`src/design/lr_pkg.sv`:
```
`timescale 1ns / 1ps

package lr_pkg;

   localparam int COORD_W       = 6;
   localparam int COLOR_W       = 4;
   localparam int TILE_SIZE_DEF = 64;
   // error term spans about -2*63 .. 2*63
   localparam int ERR_W         = 9;

   typedef struct packed {
      logic [COORD_W-1:0] start_x;
      logic [COORD_W-1:0] start_y;
      logic [COORD_W-1:0] end_x;
      logic [COORD_W-1:0] end_y;
      logic [COLOR_W-1:0] line_color;
   } lr_req_type;

   typedef struct packed {
      logic [COORD_W-1:0] pixel_x;
      logic [COORD_W-1:0] pixel_y;
      logic [COLOR_W-1:0] pixel_color;
      logic               last_pixel;
   } lr_rsp_type;

   // controller to datapath
   typedef struct packed {
      logic load;
      logic emit;
   } lr_cmd_type;

   // datapath to controller
   typedef struct packed {
      logic at_end;
      logic out_free;
   } lr_stat_type;

endpackage

```
`src/design/lr_ctrl.sv`:
```
`timescale 1ns / 1ps

module lr_ctrl import lr_pkg::*; (
   input  logic        clock,
   input  logic        reset,
   input  logic        req_valid,
   output logic        req_ready,
   input  lr_stat_type stat,
   output lr_cmd_type  cmd
);

   typedef enum logic [1:0] {
      ST_IDLE = 2'b01,
      ST_DRAW = 2'b10
   } lr_state_type;

   lr_state_type state_ff, state_in;

   always_comb begin
      req_ready = (state_ff == ST_IDLE);
      cmd.load  = req_valid && req_ready;
      cmd.emit  = (state_ff == ST_DRAW) && stat.out_free;
   end

   always_comb begin
      state_in = state_ff;
      case (state_ff)
         ST_IDLE: begin
            if (cmd.load) state_in = ST_DRAW;
         end
         ST_DRAW: begin
            if (cmd.emit && stat.at_end) state_in = ST_IDLE;
         end
         default: begin
            state_in = ST_IDLE;
         end
      endcase
   end

   always_ff @(posedge clock) begin
      if (reset) state_ff <= ST_IDLE;
      else       state_ff <= state_in;
   end

endmodule

```
`src/design/lr_dp.sv`:
```
`timescale 1ns / 1ps

module lr_dp import lr_pkg::*; #(
   parameter int TILE_SIZE = TILE_SIZE_DEF
) (
   input  logic        clock,
   input  logic        reset,
   input  lr_req_type  req_payload,
   input  lr_cmd_type  cmd,
   output lr_stat_type stat,
   output logic        rsp_valid,
   input  logic        rsp_ready,
   output lr_rsp_type  rsp_payload
);

   localparam logic [COORD_W-1:0] MAX_C = COORD_W'(TILE_SIZE - 1);
   localparam int EXT_W = ERR_W + 1 - COORD_W;

   logic [COORD_W-1:0] cx_ff, cy_ff, ex_ff, ey_ff, dx_ff, dy_ff;
   logic [COORD_W-1:0] cx_in, cy_in, ex_in, ey_in, dx_in, dy_in;
   logic               sx_ff, sy_ff, sx_in, sy_in;
   logic [COLOR_W-1:0] color_ff, color_in;
   logic signed [ERR_W-1:0] err_ff, err_in;
   lr_rsp_type         rsp_ff, rsp_in;
   logic               rsp_valid_ff, rsp_valid_in;

   logic [COORD_W-1:0] lx0, ly0, lx1, ly1;
   logic signed [ERR_W:0] e2, dx_s, dy_s, err_sum;
   logic                  step_x, step_y;

   function automatic logic [COORD_W-1:0] clamp(input logic [COORD_W-1:0] v);
      clamp = (v > MAX_C) ? MAX_C : v;
   endfunction

   always_comb begin
      lx0 = clamp(req_payload.start_x);
      ly0 = clamp(req_payload.start_y);
      lx1 = clamp(req_payload.end_x);
      ly1 = clamp(req_payload.end_y);

      dx_s    = $signed({{EXT_W{1'b0}}, dx_ff});
      dy_s    = $signed({{EXT_W{1'b0}}, dy_ff});
      e2      = $signed({err_ff, 1'b0});
      step_x  = e2 > -dy_s;
      step_y  = e2 < dx_s;
      err_sum = $signed({err_ff[ERR_W-1], err_ff})
                - (step_x ? dy_s : '0) + (step_y ? dx_s : '0);

      stat.at_end   = (cx_ff == ex_ff) && (cy_ff == ey_ff);
      stat.out_free = !rsp_valid_ff || rsp_ready;
   end

   always_comb begin
      cx_in    = cx_ff;
      cy_in    = cy_ff;
      ex_in    = ex_ff;
      ey_in    = ey_ff;
      dx_in    = dx_ff;
      dy_in    = dy_ff;
      sx_in    = sx_ff;
      sy_in    = sy_ff;
      color_in = color_ff;
      err_in   = err_ff;
      rsp_in   = rsp_ff;
      rsp_valid_in = rsp_valid_ff && !rsp_ready;

      if (cmd.load) begin
         cx_in    = lx0;
         cy_in    = ly0;
         ex_in    = lx1;
         ey_in    = ly1;
         dx_in    = (lx1 > lx0) ? lx1 - lx0 : lx0 - lx1;
         dy_in    = (ly1 > ly0) ? ly1 - ly0 : ly0 - ly1;
         sx_in    = lx0 < lx1;
         sy_in    = ly0 < ly1;
         color_in = req_payload.line_color;
         err_in   = $signed({{(EXT_W - 1){1'b0}}, dx_in})
                    - $signed({{(EXT_W - 1){1'b0}}, dy_in});
      end

      if (cmd.emit) begin
         rsp_in.pixel_x     = cx_ff;
         rsp_in.pixel_y     = cy_ff;
         rsp_in.pixel_color = color_ff;
         rsp_in.last_pixel  = stat.at_end;
         rsp_valid_in       = 1'b1;
         if (step_x) cx_in = sx_ff ? cx_ff + 1'b1 : cx_ff - 1'b1;
         if (step_y) cy_in = sy_ff ? cy_ff + 1'b1 : cy_ff - 1'b1;
         err_in = err_sum[ERR_W-1:0];
      end
   end

   always_ff @(posedge clock) begin
      cx_ff    <= cx_in;
      cy_ff    <= cy_in;
      ex_ff    <= ex_in;
      ey_ff    <= ey_in;
      dx_ff    <= dx_in;
      dy_ff    <= dy_in;
      sx_ff    <= sx_in;
      sy_ff    <= sy_in;
      color_ff <= color_in;
      err_ff   <= err_in;
      rsp_ff   <= rsp_in;
   end

   always_ff @(posedge clock) begin
      if (reset) rsp_valid_ff <= 1'b0;
      else       rsp_valid_ff <= rsp_valid_in;
   end

   assign rsp_valid   = rsp_valid_ff;
   assign rsp_payload = rsp_ff;

endmodule

```
`src/design/line_rasterizer_top.sv`:
```
`timescale 1ns / 1ps
// a request beat loads the stepper registers and the draw state; the first pixel
//   beat is then registered in the output register that drives rsp_valid
// a line of N = max(|dx|,|dy|)+1 pixels (up to TILE_SIZE) holds the block; the
//   stepper emits one pixel per cycle unless rsp stalls, which pauses it; the next
//   request is taken once the end point sits in the output register
// reset: synchronous, clears controller state and the output valid flag

module line_rasterizer_top import lr_pkg::*; #(
   parameter int TILE_SIZE = TILE_SIZE_DEF
) (
   input  logic       clock,
   input  logic       reset,
   // request channel, one line per beat
   input  logic       req_valid,
   output logic       req_ready,
   input  lr_req_type req_payload,
   // pixel channel, one pixel per beat
   output logic       rsp_valid,
   input  logic       rsp_ready,
   output lr_rsp_type rsp_payload
);

   // command and status between the sequencer and the stepper
   lr_cmd_type  cmd;
   lr_stat_type stat;

   // idle/draw sequencer, owns req_ready
   lr_ctrl u_ctrl (
      .clock     (clock),
      .reset     (reset),
      .req_valid (req_valid),
      .req_ready (req_ready),
      .stat      (stat),
      .cmd       (cmd)
   );

   // clamp, delta setup, bresenham step and output register
   lr_dp #(
      .TILE_SIZE (TILE_SIZE)
   ) u_dp (
      .clock       (clock),
      .reset       (reset),
      .req_payload (req_payload),
      .cmd         (cmd),
      .stat        (stat),
      .rsp_valid   (rsp_valid),
      .rsp_ready   (rsp_ready),
      .rsp_payload (rsp_payload)
   );

endmodule

```
`config.mk`:
```
export PLATFORM = sky130hd
export DESIGN_NAME = line_rasterizer_top
export DESIGN_NICKNAME = d
export VERILOG_FILES = /design/src/design/lr_pkg.sv /design/src/design/lr_ctrl.sv /design/src/design/lr_dp.sv /design/src/design/line_rasterizer_top.sv
export SDC_FILE = /design/constraint.sdc
export NUM_CORES = 1
export LEC_CHECK = 0
export ABC_CLOCK_PERIOD_IN_PS = 4200
export BUFFER_PORTS_ARGS = -buffer_cell sky130_fd_sc_hd__buf_2
export CORE_MARGIN = 4
export CORE_UTILIZATION = 56
export CTS_BUF_LIST = sky130_fd_sc_hd__clkbuf_8
export CTS_CLUSTER_SIZE = 8
export DETAILED_ROUTE_END_ITERATION = 8
export PLACE_DENSITY = 0.8
export SYNTH_ARGS = -nofsm -noshare
export SYNTH_HDL_FRONTEND = slang
export SYNTH_SLANG_ARGS = --single-unit
export TNS_END_PERCENT = 1
```
`constraint.sdc`:
```
create_clock -name clock -period 4.2 [get_ports clock]
set_input_delay 0.84 -clock clock [delete_from_list [all_inputs] [get_ports clock]]
set_output_delay 0.84 -clock clock [all_outputs]
set_load 0.005 [all_outputs]
```
# Word-level counts from Yosys, hierarchy flattened

Index checks and enable logic that the tools add are counted.

Add/sub/neg operators: 12
Magnitude comparators: 10
Equality and inequality tests: 6
Muxes and demuxes: 22
Reductions and logical operators: 10

Operators by type and width:

| kind                | number |
|---|---|
| $mux 6              | 16 |
| $gt 6x6->1 const B  | 4 |
| $sub 6x6->6         | 4 |
| $mux 9              | 2 |
| $add 6x1->6 const B | 2 |
| $eq 6x6->1          | 2 |
| $gt 6x6->1          | 2 |
| $lt 6x6->1          | 2 |
| $sub 6x1->6 const B | 2 |
| $gt 10x10->1        | 1 |
| $lt 10x7->1         | 1 |
| $neg 6->10          | 1 |
| $add 9x9->9         | 1 |
| $sub 9x6->9         | 1 |
| $sub 6x6->7         | 1 |
| $logic_and 1x1->1   | 5 |
| $mux 2              | 2 |
| $pmux 2 s2          | 1 |
| $eq 2x1->1 const B  | 1 |
| $eq 2x2->1 const B  | 1 |
| $logic_not 1->1     | 2 |
| $ne 2x1->1 const B  | 1 |
| $ne 2x2->1 const B  | 1 |
| $reduce_and 2->1    | 1 |
| other kinds (3)     | 3 |

Register bits after elaboration: 71
Input bits: 32
Output and inout port bits: 19
Word-level logic and storage cells: 76

# Longest topological paths before layout

Depth after elaboration: 7
Gate-level depth with buffers: 21
Depth with buffers taken out: 21

# Hierarchy

From an unflattened synthesis, not the netlist that was laid out.

Cells, all modules: 530
Area total of the unflattened synthesis: 5367.6 um^2

Modules (own cells, without submodules):

| module  | instances | cells an instance | area an instance (um^2) | seq. area each (um^2) |
|---|---|---|---|---|
| lr_dp   | 1         | 519               | 5272.6                  | 1941.9 |
| lr_ctrl | 1         | 11                | 95.1                    | 40.0 |

# Worst setup path after synthesis

Ideal clock, no wire load.

Kind: register to register
Start: register u_dp.dy_ff[1]
End: register u_dp.err_ff[8] (data pin)
Setup time: 0.260 ns
Data arrival time: 4.109 ns
Data required time: 3.940 ns
Setup slack: -0.169 ns
Cell stages (with the launch flop): 21
Buffers on the path: 0
Clock period less this slack: 4.369 ns
Path through: edfxtp_1 or2_2 nor2_1 nand2_1 nor2_1 ha_1 a21o_1 a2111oi_0 o31ai_1 nor2_1 nor3_1 and2_1 fa_1 inv_1 ha_1 a21o_1 a21oi_1 o21bai_1 a31oi_1 mux2i_1 nand2_1

Cells in the longest elaborated chain, start to end: 6

RTL lines:

| item                     | RTL line     | source |
|---|---|---|
| start, declared          | lr_dp.sv:19  | `logic [COORD_W-1:0] cx_ff, cy_ff, ex_ff, ey_ff, dx_ff, dy_ff;` |
| start signal, assigned   | lr_dp.sv:99  | `dy_ff <= dy_in;` |
| $neg 6->10               | lr_dp.sv:44  | `step_x = e2 > -dy_s;` |
| $gt 10x10->1             | lr_dp.sv:44  |  |
| $mux 6 *                 | lr_dp.sv:47  | `- (step_x ? dy_s : '0) + (step_y ? dx_s : '0);` |
| $sub 9x6->9 *            | lr_dp.sv:47  |  |
| $add 9x9->9 *            | lr_dp.sv:47  |  |
| $mux 9 *                 | lr_dp.sv:81  | `if (cmd.emit) begin` |
| named net u_dp.err_in[8] | lr_dp.sv:23  | `logic signed [ERR_W-1:0] err_ff, err_in;` |
| end signal, assigned     | lr_dp.sv:103 | `err_ff <= err_in;` |
| end, declared            | lr_dp.sv:23  |  |

The timed path passes the listed nets; every way through them passes the cells marked *.
A chain may end at the register's enable or synchronous reset.

# Final worst setup path

Start: register u_dp.dy_ff[0]
End: register u_dp.err_ff[8] (data pin)

Same word-level chain as after synthesis.

==> results.md <==
- Cell area after layout: 6270 um2
- Synthesized instance count: 528
- Pwr Density: 531 nW/um2
- Nets: 711
- Sequential cell area: 1980 um2
- Violations in the final reports: setup timing
- GRT overflow: 0
- GP Congestion: 0.951
- Commonest non-fill, non-tap cells in the layout: inv_1 (74), ha_1 (57), edfxtp_1 (56), buf_2 (50), buf_4 (47)
- Avg Cell Area, Syn: 9.92 um2
- Setup violations, final: 4
- HP Class: flip-flop to flip-flop
- Leak pwr: 2.91 nW
- RSZ-0062 raised after global routing: yes
- Synth warnings: 0
- Final Cycle Share: 103%
- Core ar.: 9150 um2
- DRC viols: 0
- Slew Limit Headroom: 56.8%
- Initial antenna violation count: 0
- Routed len/inst: 17.2 um
- Most common cell after layout, fill and taps aside: inv_1
- Post-Synthesis Net Count: 635
- Sink Count: 71
- Util after Layout: 68.5%
- DIE AREA: 11000 um2
- Largest family of logic cells by synthesized area: adder cells
- CTS Hold Bufs: 0
- Clock slew at reported path FFs: 0.08 ns
- Max-cap violations: 0
- Hold WS: 0.424 ns
- Chip Height: 105 um
- Post-synthesis mux area share: 3.42%
- Synth Area in Simple Gates: 11.1%
- Pin count of the biggest net entering global routing: 23
- P&R area growth vs syn: 19.7%
- Post-synthesis adder-cell area fraction: 19.8%
- CTS tree: yes
- CP Capture Type: flip-flop
- Routed WL: 12400 um
- Post-Synth XOR/XNOR Area: 6.86%
- Ys flop type: edfxtp_1
- Rows: 35
- Multi-input gate area: 3020 um2
- Layout cells sized above 1: 24.8%
- Die span in x: 105 um
- Max FO, Critical Path: 3
- Worst vdd ir: 0.268 mV
- Status: finished, violations left
- WP data required: 4.30 ns
- Tmin final: 4.33 ns
- CTS root buf: clkbuf_8
- Vias: 4089
- Drt pass-1 iters: 4
- Routed Antenna Nets: 0
- Crit Path Class: flip-flop to flip-flop
- Final clock skew: 0.00928 ns
- WP data arrival: 4.43 ns
- Launching element type of the critical path: flip-flop
- Register area share after synthesis: 37.8%
- Slew @ Worst Pin: 0.647 ns
- Final WS setup: -0.126 ns
- ANT cells: 0
- Initial Util: 57.2%
- Yosys top cell by area: edfxtp_1
- Ranking of synthesized cells by area: edfxtp_1 (32%), ha_1 (15%), dfxtp_1 (5.7%), inv_1 (5.6%), xnor2_1 (5.4%)
- DPL Wire Length: 9350 um
- Port-buffer cells: 50
- Synth Area in Compound Gates: 12.9%
- Vias per cell: 5.68
- Fillers: 681
- Initial DRC Count: 189
- I/O pins: 51
- Setup WS pre-CTS: -0.167 ns
- Final-report max-slew violation count: 0
- Hold Vio Cnt, Final: 0
- TritonCTS Buffers: 9
- Vias in the first global route: 4235
- Async SR Flop Fraction: 0%
- Post-Syn Area: 5240 um2
- Yosys cell types: 58
- Tot GR Track Use: 22.9%
- CTS max path bufs: 2
- H-tree levels: 3
- Top cell type's share of synthesized area: 32.1%
- #FFs+latches synth: 71
- Clk_lat worst skew: 0.35 ns
- DP Area: 5860 um2
- Number of enable flip-flop cells after synthesis: 56
- First-pass GRT wire length: 20100 um
- F_max: 231 MHz
==> metrics by stage <==
stage / TNS (ns) / instances / power [W]
after detailed placement: -0.485 / 699 / 0.00257
after global placement: -0.0301 / 699 / 0.00250
final: -0.300 / 720 / 0.00333
after floorplan: 0 / 528 / 0.00208
after CTS: -0.148 / 718 / 0.00326
after global routing: -1.39 / 720 / 0.00357
==> synthesized netlist by cell type (2+ instances only) <==
cell type and count:
dfxtp_1 15, a311o_1 2, clkbuf_1 28, fa_1 13
a21o_1 18, nor3b_1 3, a21oi_1 29, a311oi_1 2
xnor2_1 32, and3_1 2, nand2b_1 7, o31ai_1 3
xor2_1 9, nor2_1 22, mux2i_1 13, o21ai_0 12
o211ai_1 2, a221oi_1 2, a31oi_1 7, a211oi_1 2
o311ai_0 2, edfxtp_1 56, nor3_1 11, mux2_2 3
a2111o_1 2, inv_1 78, nand4_1 7, o21bai_1 6
and2_1 9, ha_1 62, nand2_1 31, nor2b_1 6
nor4_1 5, nand3_1 3
==> final cells by class <==
class	instances	share of cell area [%]
Multi-Input combinational cell	347	48.2
Sequential cell	71	31.6
Timing Repair Buffer	97	9.62
Inverter	78	4.71
Tap cell	111	2.22
Clock buffer	9	1.98
Clock inverter	7	1.68
==> critical path, stage by stage (launching register included) <==
cell       delay, ns
edfxtp_1        0.39
or2_4           0.28
nor2_4          0.10
nand2_2         0.07
nor2_2          0.10
ha_1            0.25
a21o_1          0.19
a2111oi_4       0.36
o31ai_2         0.17
nor2_4          0.22
nor4_4          0.07
fa_1            0.53
inv_2           0.05
fa_2            0.38
a21o_1          0.19
a21oi_2         0.16
o21bai_1        0.10
a31oi_1         0.18
mux2i_1         0.20
nand2_1         0.07
==> report_power, final <==
group / switching (W) / internal (W)
combinational: 0.000865 / 0.000846
sequential: 0.000105 / 0.000888
clock: 0.000285 / 0.000342
total: 0.00125 / 0.00208
==> metal layers <==
metal	vias up	routed length, um	track usage, %
met5	-	0	0
li1	1977	-	-
met4	0	376	9.00
met1	1975	5190	28.6
met2	101	6270	39.1
met3	36	509	4.76
==> timing repair <==
item	in CTS	in global routing
setup endpoints to repair	4	6
resized for setup	16	14
pin swaps	17	23
buffers inserted	3	3
cloned	0	0
==> registers in the layout (all words and copies together) (netlist names) <==
register and cells:
u_dp.ex_ff 6, u_dp.cy_ff 6, u_dp.err_ff 9, u_dp.rsp_payload 17
u_dp.ey_ff 6, u_ctrl.state_ff 2, u_dp.sx_ff 1, u_dp.color_ff 4
u_dp.dx_ff 6, u_dp.sy_ff 1, u_dp.rsp_valid 1, u_dp.cx_ff 6
u_dp.dy_ff 6
==> final timing paths <==
path	from	end	slack [ns]	cells past startpoint
setup reg to reg	u_dp.dy_ff[0]	u_dp.err_ff[8]	-0.13	19
setup / recovery	u_dp.dy_ff[0]	u_dp.err_ff[8]	-0.13	19
hold reg to reg	u_dp.color_ff[1]	u_dp.rsp_payload[2]	0.42	0
hold / removal	u_dp.color_ff[1]	u_dp.rsp_payload[2]	0.42	0
==> kinds of logic after synthesis <==
group / after synthesis
flip-flops: 71
AND/OR/NAND/NOR: 113
buffers and inverters: 110
AO/OA/AOI/OAI: 101
adder cells (fa/ha/maj): 75
multiplexers: 17
XOR/XNOR: 41
(Power assumes the default switching activity.)
